## config.mk

```make
export PLATFORM = sky130hd
export DESIGN_NAME = running_prefix_average_unit_flat
export DESIGN_NICKNAME = d
export VERILOG_FILES = /design/src/sv/rpa_pkg.sv /design/src/sv/rpa_in_if.sv /design/src/sv/rpa_out_if.sv /design/src/sv/rpa_front.sv /design/src/sv/rpa_queue.sv /design/src/sv/rpa_back.sv /design/src/sv/running_prefix_average_unit.sv /design/src/flat_wrapper.sv
export VERILOG_INCLUDE_DIRS = /design/src /design/src/sv
export SDC_FILE = /design/constraint.sdc
export NUM_CORES = 1
export LEC_CHECK = 0
export ABC_AREA = 0
export BUFFER_PORTS_ARGS = -buffer_cell sky130_fd_sc_hd__buf_2
export CORE_MARGIN = 4
export CORE_UTILIZATION = 50
export CTS_CLUSTER_SIZE = 30
export DETAILED_ROUTE_END_ITERATION = 10
export GPL_ROUTABILITY_DRIVEN = 0
export PLACE_DENSITY_LB_ADDON = 0.05
export SLEW_MARGIN = 10
export SYNTH_ARGS = -nofsm -noshare
export SYNTH_HDL_FRONTEND = slang
export SYNTH_HIERARCHICAL = 1
export SYNTH_SLANG_ARGS = --single-unit
```

## constraint.sdc

```tcl
create_clock -name clk -period 7.6 [get_ports clk]
set_clock_uncertainty 0.2 [all_clocks]
set_input_delay 1.14 -clock clk [delete_from_list [all_inputs] [get_ports clk]]
set_output_delay 1.14 -clock clk [all_outputs]
set_load 0.05 [all_outputs]
```

## src/sv/running_prefix_average_unit_macros.svh

```systemverilog
// Assertion macros for the running prefix average unit.
// Needs clk and arst_n in the scope of the module that uses them.
`ifndef RUNNING_PREFIX_AVERAGE_UNIT_MACROS_SVH
`define RUNNING_PREFIX_AVERAGE_UNIT_MACROS_SVH

// Condition implies consequence in the same cycle.
`define RPA_ASSERT_SAME(label, cond, cons, msg) \
	label: assert property (@(posedge clk) disable iff (!arst_n) (cond) |-> (cons)) \
		else $error(msg);

// Condition implies consequence in the cycle after.
`define RPA_ASSERT_NEXT(label, cond, cons, msg) \
	label: assert property (@(posedge clk) disable iff (!arst_n) (cond) |=> (cons)) \
		else $error(msg);

`endif

```

## src/sv/rpa_pkg.sv

```systemverilog
// Package for the running prefix average unit: widths, queue entry, back-end states.
// No dependencies.
`default_nettype none

package rpa_pkg;

	localparam int unsigned MAX_LENGTH = 65536;

	localparam int unsigned SAMPLE_W = 16;
	localparam int unsigned SUM_W    = 32;
	localparam int unsigned CNT_W    = 17;
	localparam int unsigned NUM_W    = SUM_W + 2;
	localparam int unsigned MAG_W    = SUM_W + 1;
	localparam int unsigned DEN_W    = CNT_W + 1;
	localparam int unsigned QUO_W    = 16;
	localparam int unsigned ITER_W   = $clog2(QUO_W);

	localparam logic [CNT_W-1:0]  MAX_CNT   = CNT_W'(MAX_LENGTH);
	localparam logic [ITER_W-1:0] ITER_LAST = ITER_W'(QUO_W - 1);

	localparam int unsigned Q_DEPTH = 2;
	localparam int unsigned Q_PTR_W = (Q_DEPTH > 1) ? $clog2(Q_DEPTH) : 1;
	localparam int unsigned Q_CNT_W = $clog2(Q_DEPTH + 1);

	// One classified item: sum and count after this sample, plus its flags.
	typedef struct packed {
		logic signed [SUM_W-1:0] sum;
		logic [CNT_W-1:0]        cnt;
		logic                    last;
		logic                    ovf;
	} rpa_entry_t;

	typedef enum logic [2:0] {
		BK_IDLE,
		BK_ABS,
		BK_DIV,
		BK_FIX,
		BK_HOLD
	} bk_state_t;

endpackage

`default_nettype wire

```

## src/sv/rpa_in_if.sv

```systemverilog
// Input sample channel: valid/ready with sample and last-sample flag.
// Depends on rpa_pkg for widths.
`default_nettype none

interface rpa_in_if import rpa_pkg::*; ();
	logic                       valid;
	logic                       ready;
	logic signed [SAMPLE_W-1:0] sample;
	logic                       last_sample;

	modport source (output valid, output sample, output last_sample, input ready);
	modport sink   (input valid, input sample, input last_sample, output ready);
endinterface

`default_nettype wire

```

## src/sv/rpa_out_if.sv

```systemverilog
// Result channel: valid/ready with rounded average, last and overflow flags.
// Depends on rpa_pkg for widths.
`default_nettype none

interface rpa_out_if import rpa_pkg::*; ();
	logic                    valid;
	logic                    ready;
	logic signed [QUO_W-1:0] average;
	logic                    last;
	logic                    overflow;

	modport source (output valid, output average, output last, output overflow, input ready);
	modport sink   (input valid, input average, input last, input overflow, output ready);
endinterface

`default_nettype wire

```

## src/sv/rpa_front.sv

```systemverilog
// Front end: accepts samples, keeps the running sum and count, queues one entry per sample.
// Depends on rpa_pkg and rpa_in_if.
`default_nettype none

module rpa_front import rpa_pkg::*; (
	input  wire logic   clk,
	input  wire logic   arst_n,
	rpa_in_if.sink      samples,
	input  wire logic   push_ready,
	output logic        push_valid,
	output rpa_entry_t  push_entry
);

	logic signed [SUM_W-1:0] sum_q;
	logic [CNT_W-1:0]        cnt_q;
	logic                    ovf;
	logic signed [SUM_W-1:0] sum_new;
	logic [CNT_W-1:0]        cnt_new;
	logic                    xfer;

	assign samples.ready = push_ready;
	assign push_valid    = samples.valid;
	assign xfer          = samples.valid && push_ready;

	always_comb begin
		ovf = (cnt_q >= MAX_CNT);
		if (ovf) begin
			// hold the sequence, the sample is dropped
			sum_new = sum_q;
			cnt_new = cnt_q;
		end else begin
			sum_new = sum_q + SUM_W'(samples.sample);
			cnt_new = cnt_q + CNT_W'(1);
		end
		push_entry.sum  = sum_new;
		push_entry.cnt  = cnt_new;
		push_entry.last = samples.last_sample;
		push_entry.ovf  = ovf;
	end

	always_ff @(posedge clk or negedge arst_n) begin
		if (!arst_n) begin
			sum_q <= '0;
			cnt_q <= '0;
		end else if (xfer) begin
			if (samples.last_sample) begin
				sum_q <= '0;
				cnt_q <= '0;
			end else begin
				sum_q <= sum_new;
				cnt_q <= cnt_new;
			end
		end
	end

endmodule

`default_nettype wire

```

## src/sv/rpa_queue.sv

```systemverilog
// Short queue of classified entries between front and back end.
// Depends on rpa_pkg.
`default_nettype none

module rpa_queue import rpa_pkg::*; (
	input  wire logic        clk,
	input  wire logic        arst_n,
	input  wire logic        push_valid,
	input  wire rpa_entry_t  push_entry,
	output logic             push_ready,
	output logic             pop_valid,
	output rpa_entry_t       pop_entry,
	input  wire logic        pop
);

	rpa_entry_t         mem_q [Q_DEPTH];
	logic [Q_PTR_W-1:0] wr_ptr_q;
	logic [Q_PTR_W-1:0] rd_ptr_q;
	logic [Q_CNT_W-1:0] fill_q;
	logic               do_push;
	logic               do_pop;

	assign push_ready = (fill_q != Q_CNT_W'(Q_DEPTH));
	assign pop_valid  = (fill_q != '0);
	assign pop_entry  = mem_q[rd_ptr_q];
	assign do_push    = push_valid && push_ready;
	assign do_pop     = pop && pop_valid;

	function automatic logic [Q_PTR_W-1:0] ptr_inc(input logic [Q_PTR_W-1:0] p);
		if (p == Q_PTR_W'(Q_DEPTH - 1))
			return '0;
		return p + Q_PTR_W'(1);
	endfunction

	always_ff @(posedge clk) begin
		if (do_push)
			mem_q[wr_ptr_q] <= push_entry;
	end

	always_ff @(posedge clk or negedge arst_n) begin
		if (!arst_n) begin
			wr_ptr_q <= '0;
			rd_ptr_q <= '0;
			fill_q   <= '0;
		end else begin
			if (do_push)
				wr_ptr_q <= ptr_inc(wr_ptr_q);
			if (do_pop)
				rd_ptr_q <= ptr_inc(rd_ptr_q);
			if (do_push && !do_pop)
				fill_q <= fill_q + Q_CNT_W'(1);
			else if (do_pop && !do_push)
				fill_q <= fill_q - Q_CNT_W'(1);
		end
	end

endmodule

`default_nettype wire

```

## src/sv/rpa_back.sv

```systemverilog
// Back end: rounded mean (2*sum+count)/(2*count), truncated toward zero, by restoring division.
// Depends on rpa_pkg, rpa_out_if and the assertion macros header.
`default_nettype none
`include "running_prefix_average_unit_macros.svh"

module rpa_back import rpa_pkg::*; (
	input  wire logic       clk,
	input  wire logic       arst_n,
	input  wire logic       pop_valid,
	input  wire rpa_entry_t pop_entry,
	output logic            pop,
	rpa_out_if.source       results
);

	bk_state_t               state_q;
	bk_state_t               state_d;
	logic signed [NUM_W-1:0] num_q;
	logic [DEN_W-1:0]        den_q;
	logic [DEN_W-1:0]        rem_q;
	logic [QUO_W-1:0]        low_q;
	logic [ITER_W-1:0]       iter_q;
	logic                    neg_q;
	logic                    last_q;
	logic                    ovf_q;
	logic signed [QUO_W-1:0] avg_q;

	logic signed [NUM_W-1:0] num_d;
	logic [NUM_W-1:0]        mag;
	logic [DEN_W:0]          shifted;
	logic [DEN_W:0]          diff;
	logic                    take;

	// next state
	always_comb begin
		state_d = state_q;
		case (state_q)
			BK_IDLE: if (pop_valid) state_d = BK_ABS;
			BK_ABS:  state_d = BK_DIV;
			BK_DIV:  if (iter_q == ITER_LAST) state_d = BK_FIX;
			BK_FIX:  state_d = BK_HOLD;
			BK_HOLD: if (results.ready) state_d = BK_IDLE;
			default: state_d = BK_IDLE;
		endcase
	end

	// outputs
	always_comb begin
		pop           = (state_q == BK_IDLE) && pop_valid;
		results.valid = (state_q == BK_HOLD);
	end

	assign results.average  = avg_q;
	assign results.last     = last_q;
	assign results.overflow = ovf_q;

	always_comb begin
		num_d   = {pop_entry.sum[SUM_W-1], pop_entry.sum, 1'b0}
			+ {{(NUM_W-CNT_W){1'b0}}, pop_entry.cnt};
		mag     = num_q[NUM_W-1] ? NUM_W'(-num_q) : NUM_W'(num_q);
		shifted = {rem_q, low_q[QUO_W-1]};
		diff    = shifted - {1'b0, den_q};
		take    = !diff[DEN_W];
	end

	always_ff @(posedge clk or negedge arst_n) begin
		if (!arst_n)
			state_q <= BK_IDLE;
		else
			state_q <= state_d;
	end

	always_ff @(posedge clk) begin
		case (state_q)
			BK_IDLE: begin
				if (pop_valid) begin
					num_q  <= num_d;
					den_q  <= {pop_entry.cnt, 1'b0};
					last_q <= pop_entry.last;
					ovf_q  <= pop_entry.ovf;
				end
			end
			BK_ABS: begin
				// quotient fits QUO_W bits, so the upper dividend bits seed the remainder
				neg_q  <= num_q[NUM_W-1];
				rem_q  <= {1'b0, mag[MAG_W-1:QUO_W]};
				low_q  <= mag[QUO_W-1:0];
				iter_q <= '0;
			end
			BK_DIV: begin
				rem_q  <= take ? diff[DEN_W-1:0] : shifted[DEN_W-1:0];
				low_q  <= {low_q[QUO_W-2:0], take};
				iter_q <= iter_q + ITER_W'(1);
			end
			BK_FIX: begin
				avg_q <= neg_q ? QUO_W'(-low_q) : QUO_W'(low_q);
			end
			default: begin
			end
		endcase
	end

	`RPA_ASSERT_SAME(a_rem_below_den, state_q == BK_DIV, rem_q < den_q, "remainder not below divisor")
	`RPA_ASSERT_SAME(a_den_nonzero, state_q == BK_ABS || state_q == BK_DIV, den_q != '0, "zero divisor")
	`RPA_ASSERT_NEXT(a_div_ends, state_q == BK_DIV && iter_q == ITER_LAST, state_q == BK_FIX, "division did not end after last step")
	`RPA_ASSERT_NEXT(a_hold_result, state_q == BK_HOLD && !results.ready, state_q == BK_HOLD && $stable(avg_q), "result lost while stalled")

endmodule

`default_nettype wire

```

## src/sv/running_prefix_average_unit.sv

```systemverilog
// Top level of the running prefix average unit: front end, queue, divider back end.
// Depends on rpa_pkg, rpa_in_if, rpa_out_if, rpa_front, rpa_queue, rpa_back.
//
//  channel   | dir | payload                          | handshake
//  ----------+-----+----------------------------------+--------------------------
//  samples   | in  | sample[15:0] s, last_sample      | valid/ready, transfer
//  results   | out | average[15:0] s, last, overflow  | valid/ready, transfer
//
// Each result passes from queue to output in steps: one to form the numerator, one
// for its magnitude, 16 restoring-division steps, one to restore the sign.
// The single shared divider takes no new entry until the last result has left.
// The front end takes a transfer in any cycle while the two-entry queue has room.
// Reset clears sum, count, queue pointers and the back-end state machine.
`default_nettype none

module running_prefix_average_unit import rpa_pkg::*; (
	input  wire logic clk,
	input  wire logic arst_n,
	rpa_in_if.sink    samples,
	rpa_out_if.source results
);

	logic       push_valid;
	logic       push_ready;
	rpa_entry_t push_entry;
	logic       pop_valid;
	rpa_entry_t pop_entry;
	logic       pop;

	rpa_front u_front (
		.clk        (clk),
		.arst_n     (arst_n),
		.samples    (samples),
		.push_ready (push_ready),
		.push_valid (push_valid),
		.push_entry (push_entry)
	);

	rpa_queue u_queue (
		.clk        (clk),
		.arst_n     (arst_n),
		.push_valid (push_valid),
		.push_entry (push_entry),
		.push_ready (push_ready),
		.pop_valid  (pop_valid),
		.pop_entry  (pop_entry),
		.pop        (pop)
	);

	rpa_back u_back (
		.clk       (clk),
		.arst_n    (arst_n),
		.pop_valid (pop_valid),
		.pop_entry (pop_entry),
		.pop       (pop),
		.results   (results)
	);

endmodule

`default_nettype wire
```

## src/flat_wrapper.sv

```systemverilog
// flat-port wrapper written by rule: the top's interface ports become plain ports
module running_prefix_average_unit_flat import rpa_pkg::*;
  (clk, arst_n, samples_valid, samples_sample, samples_last_sample, samples_ready, results_valid, results_average, results_last, results_overflow, results_ready);
  rpa_in_if samples_i ();
  rpa_out_if results_i ();
  input  wire logic clk;
  input  wire logic arst_n;
  input wire logic [$bits(samples_i.valid)-1:0] samples_valid;
  input wire logic [$bits(samples_i.sample)-1:0] samples_sample;
  input wire logic [$bits(samples_i.last_sample)-1:0] samples_last_sample;
  output wire logic [$bits(samples_i.ready)-1:0] samples_ready;
  output wire logic [$bits(results_i.valid)-1:0] results_valid;
  output wire logic [$bits(results_i.average)-1:0] results_average;
  output wire logic [$bits(results_i.last)-1:0] results_last;
  output wire logic [$bits(results_i.overflow)-1:0] results_overflow;
  input wire logic [$bits(results_i.ready)-1:0] results_ready;
  assign samples_i.valid = samples_valid;
  assign samples_i.sample = samples_sample;
  assign samples_i.last_sample = samples_last_sample;
  assign samples_ready = samples_i.ready;
  assign results_valid = results_i.valid;
  assign results_average = results_i.average;
  assign results_last = results_i.last;
  assign results_overflow = results_i.overflow;
  assign results_i.ready = results_ready;
  running_prefix_average_unit u_core (.clk(clk), .arst_n(arst_n), .samples(samples_i), .results(results_i));
endmodule
```

==> results of run 1 <==
[cells in the final DEF (no fill, tap or decap), types with 10 or more instances in the layout]
master,netlist,routed
a211oi_1,10,10
a21o_1,32,32
a21oi_1,60,60
a22o_1,34,34
a31oi_1,14,14
and3_1,16,15
buf_2,8,40
buf_4,6,12
clkbuf_1,39,10
clkbuf_16,0,30
dfrtp_1,56,54
edfxtp_1,209,209
ha_1,70,70
inv_1,43,43
mux2_4,49,49
nand2_1,129,129
nand2b_1,17,16
nand3_1,34,34
nand4_1,24,24
nor2_1,63,61
nor3_1,15,14
o21ai_0,114,114
o31ai_1,16,16
or3_1,10,10
xnor2_1,76,76
xor2_1,59,59
[per-layer routing]
| metal | GRT usage | vias up |
|---|---|---|
| met2 | 0.316 | 213 |
| met1 | 0.272 | 4837 |
| met3 | 0.0191 | 47 |
| met5 | 0 | - |
| met4 | 0.0498 | 0 |
| li1 | - | 5068 |
[sequential cells by signal, summed over array words and instances, names as in the netlist, 16 cells and up]
name / flops
u_core/u_queue/mem_q: 102
u_core/u_back/low_q: 16
u_core/u_back/den_q: 16
u_core/u_front/sum_q: 32
u_core/u_back/num_q: 34
u_core/u_back/results.average: 16
u_core/u_front/cnt_q: 17
u_core/u_back/rem_q: 18
[worst register-to-register path: cells and delay by family, from the launching register on]
kind / cells / cell delay [ns]
flops: 1 / 0.82
buf+inv: 1 / 0.60
compound gates: 4 / 0.66
mux: 1 / 0.37
fa+ha+maj: 2 / 0.65
simple gates: 3 / 0.74
[cell type report]
| class | count | area, um2 | share of cell area |
|---|---|---|---|
| clock buffers | 42 | 816 | 0.0489 |
| clock inverters | 12 | 136 | 0.00818 |
| inverters | 43 | 161 | 0.00968 |
| multi-input cells | 975 | 7100 | 0.426 |
| flip-flops and latches | 265 | 7680 | 0.461 |
| well taps | 390 | 488 | 0.0293 |
| repair buffers | 52 | 290 | 0.0174 |
[power by group through the flow]
stage / Combinational, mW / Sequential (mW) / Clock, mW
after floorplan: 3.27 / 2.94 / 0
after global placement: 4.10 / 2.98 / 0
after detailed placement: 4.14 / 3.00 / 0
after CTS: 4.16 / 2.97 / 1.43
after global routing: 4.62 / 3.04 / 1.49
final: 4.15 / 2.97 / 1.39
[cell families after synthesis]
family	Yosys count	synth area share
compound gates	354	0.157
xor+xnor	135	0.0775
fa+ha+maj	73	0.0613
buf+inv	103	0.0333
flops	265	0.503
mux	60	0.0558
simple gates	353	0.112
[how the worst min path moves through the flow]
stage,start,endpoint
3_5_place_dp,u_core/u_queue/fill_q[1],u_core/u_queue/fill_q[1]
3_3_place_gp,u_core/u_queue/fill_q[1],u_core/u_queue/fill_q[1]
4_1_cts,u_core/u_queue/fill_q[1],u_core/u_queue/fill_q[1]
5_1_grt,u_core/u_queue/fill_q[1],u_core/u_queue/fill_q[1]
6_report,u_core/u_queue/fill_q[1],u_core/u_queue/fill_q[1]
2_1_floorplan,u_core/u_queue/fill_q[1],u_core/u_queue/fill_q[1]
==> impl_metrics.env, run 1 <==
export IMPL_switchingPower_mw=3.47
export IMPL_fill_cells=2558
export IMPL_grt_usage=0.191
export IMPL_cts_tree="built"
export IMPL_cp_required_ns=7.71
export IMPL_path_delay_family="flip-flops"
export IMPL_pre_cts_ws_ns=3.30
export IMPL_numCtsBuffers=30
export IMPL_syn_num_nets=1437
export IMPL_critPathMaxStageDelay_ns=0.82
export IMPL_met2_length_mm=14.9
export IMPL_viasPerCell=5.71
export IMPL_cts_root_buffer="clkbuf_16"
export IMPL_insertion_delay_ns=0.55
export IMPL_worstPathCellList="buf_4, mux2_4, ha_1, fa_1, a21oi_1, o21ai_0, nand2_1, a211oi_1, or3b_2, a41oi_1, nor2_1"
export IMPL_power_density_mw_per_mm2=511
export IMPL_hold_class="flop to flop"
export IMPL_switching_share=0.407
export IMPL_slew_headroom=0.307
export IMPL_cts_resized=0
export IMPL_grt_max_degree=71
export IMPL_synth_edf_count=209
export IMPL_drt_wl_total_mm=32.1
export IMPL_power_frac_clock=0.163
export IMPL_drive_gt1_frac=0.130
export IMPL_synthTopCellsByCount="edfxtp_1 (209), nand2_1 (129), o21ai_0 (114)"
export IMPL_nets=1461
export IMPL_leakage_nw=6.62
export IMPL_yosysUniqueCellTypes=81
export IMPL_dp_hpwl_mm=22.5
export IMPL_dp_cells=1725
export IMPL_antenna_found_initial=0
export IMPL_dieArea_mm2=0.0334
export IMPL_portBuffers=40
export IMPL_startpoint_type="flop"
export IMPL_synth_top_area_share=0.411
export IMPL_crit_slowest_cell="dfrtp_2"
export IMPL_final_hold_viol_count=0
export IMPL_synth_largest_area_cell="edfxtp_1"
export IMPL_drt_initial_drc_count=721
export IMPL_worstReg2RegStart="u_core/u_queue/rd_ptr_q"
export IMPL_cp_end_kind="flop"
export IMPL_highest_layer="met4"
export IMPL_start_util=0.511
export IMPL_crit_arrival_ns=4.37
export IMPL_drtAntennaViolNets=0
export IMPL_overflow=0
export IMPL_fin_hold_ws_ns=0.293
export IMPL_drc=0
export IMPL_core_area_mm2=0.0299
export IMPL_vias=10200
export IMPL_cts_htree_levels=1
export IMPL_regToRegSetupSlack_ns=3.34
export IMPL_fin_cells=1779
export IMPL_cp_max_fo=31
export IMPL_worst_slew_pin_slew_ns=1.04
export IMPL_critPathKind="flop to flop"
export IMPL_comb_power_share=0.488
export IMPL_synth_warnings=6
export IMPL_power_total_mw=8.51
export IMPL_final_area_mm2=0.0167
export IMPL_pwr_share_seq=0.349
export IMPL_syn_area_per_cell_um2=11.4
export IMPL_p_int_mw=5.04
export IMPL_grt_pass1_wl_mm=52.5
export IMPL_cts_sinks=265
export IMPL_finalCritPeriodShare=0.560
export IMPL_hold_depth=1
export IMPL_reg2regPathDepth=11
export IMPL_timing_rr_end="u_core/u_back/num_q[21]"
export IMPL_cts_max_path_buffers=3
export IMPL_syn_cell_area_mm2=0.0153
export IMPL_async_flop_share=0.211
export IMPL_critPathBufInv=1
export IMPL_die_width_um=183
export IMPL_synth_area_leaders="edfxtp_1 (41%), dfrtp_1 (9.2%), ha_1 (5.7%), mux2_4 (4.8%), xnor2_1 (4.4%)"
export IMPL_syn_inst=1343
export IMPL_status="finished, final reports clean"
export IMPL_antenna_cells=0
export IMPL_maxCapViolations=0
export IMPL_synth_seq_cells=265
export IMPL_cp_depth=11
export IMPL_drt_met1_wl_mm=15.3
export IMPL_timing_final_ws_setup_ns=3.34
export IMPL_place_area_mm2=0.0157
export IMPL_crit_path_start="u_core/u_queue/rd_ptr_q"
export IMPL_die_y_um=183
export IMPL_final_max_slew_viol_count=0
export IMPL_synth_most_common_cell="edfxtp_1"
export IMPL_max_freq_ghz=0.235
export IMPL_wl_met3_mm=1.10
export IMPL_grt_pass1_vias=10100
export IMPL_rsz0062_at_grt="false"
export IMPL_setup_tns_ns=0
export IMPL_setup_viol=0
export IMPL_postCtsSetupBuffers=0
export IMPL_ys_flop_type="edfxtp_1"
export IMPL_wl_per_cell_um=18.0
export IMPL_num_rows=63
export IMPL_postLayoutCoreUtil=0.558
export IMPL_cts_clk_slew_worst_paths_ns=0.06
export IMPL_endpoint="u_core/u_back/num_q[21]"
export IMPL_first_pass_iters=6
export IMPL_num_io_pins=41
export IMPL_yosysSeqAreaShare=0.503
export IMPL_ir_drop_mv=0.279
export IMPL_layout_min_cycle_time_ns=4.26
export IMPL_syn2layout_area_growth_pct=9.21
export IMPL_ctsHoldBuffers=0
Note: power is estimated with default switching activity, not from simulation.
==> run 2: changes to the inputs <==
- clock period: 7.6 -> 4.4 ns (I/O delays scaled with it)
==> impl_metrics.env, run 2 (synthesis results as in run 1) <==
export IMPL_power_density_mw_per_mm2=879
export IMPL_hold_class="primary input to flop"
export IMPL_power_frac_clock=0.162
export IMPL_cts_htree_levels=1
export IMPL_vias=10200
export IMPL_wl_per_cell_um=17.5
export IMPL_comb_power_share=0.493
export IMPL_portBuffers=40
export IMPL_cp_end_kind="flop"
export IMPL_start_util=0.511
export IMPL_numCtsBuffers=28
export IMPL_drt_wl_total_mm=31.3
export IMPL_first_pass_iters=5
export IMPL_ir_drop_mv=0.409
export IMPL_worstReg2RegStart="u_core/u_queue/rd_ptr_q"
export IMPL_worstPathCellList="buf_4, mux2_4, ha_1, a21oi_1, nand2_1, o2111ai_1, a211oi_1, or3b_2, a41oi_1, nor2_1"
export IMPL_drc=0
export IMPL_cts_max_path_buffers=3
export IMPL_largest_reg_flops=102
export IMPL_final_hold_viol_count=0
export IMPL_num_rows=63
export IMPL_layout_min_cycle_time_ns=3.57
export IMPL_setup_tns_ns=0
export IMPL_multi_input_area_mm2=0.00710
export IMPL_drive_gt1_frac=0.138
export IMPL_fin_hold_ws_ns=0.200
export IMPL_regToRegSetupSlack_ns=0.83
export IMPL_dieArea_mm2=0.0334
export IMPL_grt_max_degree=66
export IMPL_switching_share=0.404
export IMPL_leakage_nw=6.68
export IMPL_cp_max_fo=19
export IMPL_slew_headroom=0.318
export IMPL_drtAntennaViolNets=0
export IMPL_timing_rr_end="u_core/u_back/num_q[21]"
export IMPL_ctsHoldBuffers=1
export IMPL_cts_resized=0
export IMPL_cts_tree="built"
export IMPL_fin_cells=1786
export IMPL_finalCritPeriodShare=0.811
export IMPL_insertion_delay_ns=0.54
export IMPL_die_y_um=183
export IMPL_cp_required_ns=4.49
export IMPL_worst_slew_pin_slew_ns=1.02
export IMPL_worstHoldStart="results_ready"
export IMPL_viasPerCell=5.71
export IMPL_reg2regPathDepth=10
export IMPL_critPathMaxStageDelay_ns=0.55
export IMPL_dp_cells=1733
export IMPL_pwr_share_seq=0.345
export IMPL_maxCapViolations=0
export IMPL_final_area_mm2=0.0167
export IMPL_overflow=0
export IMPL_crit_slowest_cell="or3b_2"
export IMPL_dp_hpwl_mm=22.7
export IMPL_core_area_mm2=0.0299
export IMPL_reg_top3="u_core/u_queue/mem_q: 102 flops, u_core/u_back/num_q: 34 flops, u_core/u_front/sum_q: 32 flops"
export IMPL_nets=1468
export IMPL_status="finished, final reports clean"
export IMPL_cts_root_buffer="clkbuf_16"
export IMPL_startpoint_type="flop"
export IMPL_place_area_mm2=0.0158
export IMPL_antenna_found_initial=0
export IMPL_drt_initial_drc_count=639
export IMPL_num_io_pins=41
export IMPL_worst_hold_path_endpoint="u_core/u_back/state_q[2]"
export IMPL_cts_sinks=265
export IMPL_syn2layout_area_growth_pct=9.71
export IMPL_cts_clk_slew_worst_paths_ns=0.06
export IMPL_setup_viol=0
export IMPL_final_cell_mix="edfxtp_1 (209), nand2_1 (129), o21ai_0 (114), xnor2_1 (76), ha_1 (70)"
export IMPL_rsz0062_at_grt="false"
export IMPL_antenna_cells=0
export IMPL_fill_cells=2583
export IMPL_max_freq_ghz=0.280
export IMPL_critPathKind="flop to flop"
export IMPL_postCtsSetupBuffers=0
export IMPL_layout_commonest_cell="edfxtp_1"
export IMPL_switchingPower_mw=5.95
export IMPL_grt_usage=0.189
export IMPL_grt_pass1_vias=9980
export IMPL_grt_pass1_wl_mm=52.4
export IMPL_final_max_slew_viol_count=0
export IMPL_largest_register="u_core/u_queue/mem_q"
export IMPL_hold_depth=3
export IMPL_die_width_um=183
export IMPL_area_sequential_mm2=0.00768
export IMPL_p_int_mw=8.77
export IMPL_crit_arrival_ns=3.65
-- run 2: cell types whose count changed in the layout (fill, tap and decap cells not counted), sizes merged --
| cell | previous run | this run |
|---|---|---|
| buf | 52 | 60 |
| inv | 44 | 43 |
| clkbuf | 42 | 40 |
| clkinv | 7 | 8 |
| dlygate4sd3 | 0 | 1 |
-- run 2: routing by layer --
metal | share of wire | track usage
met1 | 0.49 | 0.278
met2 | 0.46 | 0.308
met3 | 0.039 | 0.0203
met4 | 0.016 | 0.0387
met5 | 0 | 0
-- run 2: final cells by class --
| class | count | share of cell area |
|---|---|---|
| Multi-Input combinational cell | 975 | 0.424 |
| Timing Repair Buffer | 61 | 0.0215 |
| Clock buffer | 40 | 0.0500 |
| Tap cell | 390 | 0.0291 |
| Inverter | 43 | 0.00964 |
| Clock inverter | 12 | 0.00695 |
| Sequential cell | 265 | 0.459 |
-- run 2: power groups by stage --
stage	combinational (mW)	sequential (mW)	clock, mW
finish	7.25	5.08	2.39
global route	8.11	5.22	2.56
CTS	7.27	5.10	2.45
floorplan	5.65	5.05	0
global placement	7.17	5.10	0
detailed placement	7.23	5.13	0
-- run 2: worst max-delay path: cells and delay by family (launching register included) --
kind / cells / cell delay, ns
compound gates: 4 / 0.89
fa+ha+maj: 1 / 0.35
buf+inv: 1 / 0.36
mux: 1 / 0.36
simple gates: 3 / 0.70
flops: 1 / 0.44
-- run 2: worst max-delay path by stage --
| stage | startpoint | endpoint | slack, ns | cells past startpoint |
|---|---|---|---|---|
| 2_1_floorplan | u_core/u_back/state_q[1] | u_core/u_queue/fill_q[1] | 0.51 | 7 |
| 3_3_place_gp | samples_sample[0] | u_core/u_queue/mem_q[1][39] | 0.66 | 12 |
| 3_5_place_dp | samples_sample[0] | u_core/u_queue/mem_q[1][39] | 0.64 | 12 |
| 4_1_cts | u_core/u_queue/rd_ptr_q | u_core/u_back/num_q[21] | 0.86 | 10 |
| 5_1_grt | u_core/u_back/den_q[3] | u_core/u_back/rem_q[7] | 0.58 | 9 |
| 6_report | u_core/u_queue/rd_ptr_q | u_core/u_back/num_q[21] | 0.83 | 10 |
-- run 2: through the flow --
| step | power (mW) | worst slack, ns | utilization |
|---|---|---|---|
| 2_1_floorplan | 10.7 | 0.511 | - |
| 3_3_place_gp | 12.3 | 0.657 | 0.528 |
| 3_5_place_dp | 12.4 | 0.639 | 0.528 |
| 4_1_cts | 14.8 | 0.856 | 0.560 |
| 5_1_grt | 15.9 | 0.583 | 0.560 |
| 6_report | 14.7 | 0.832 | 0.560 |
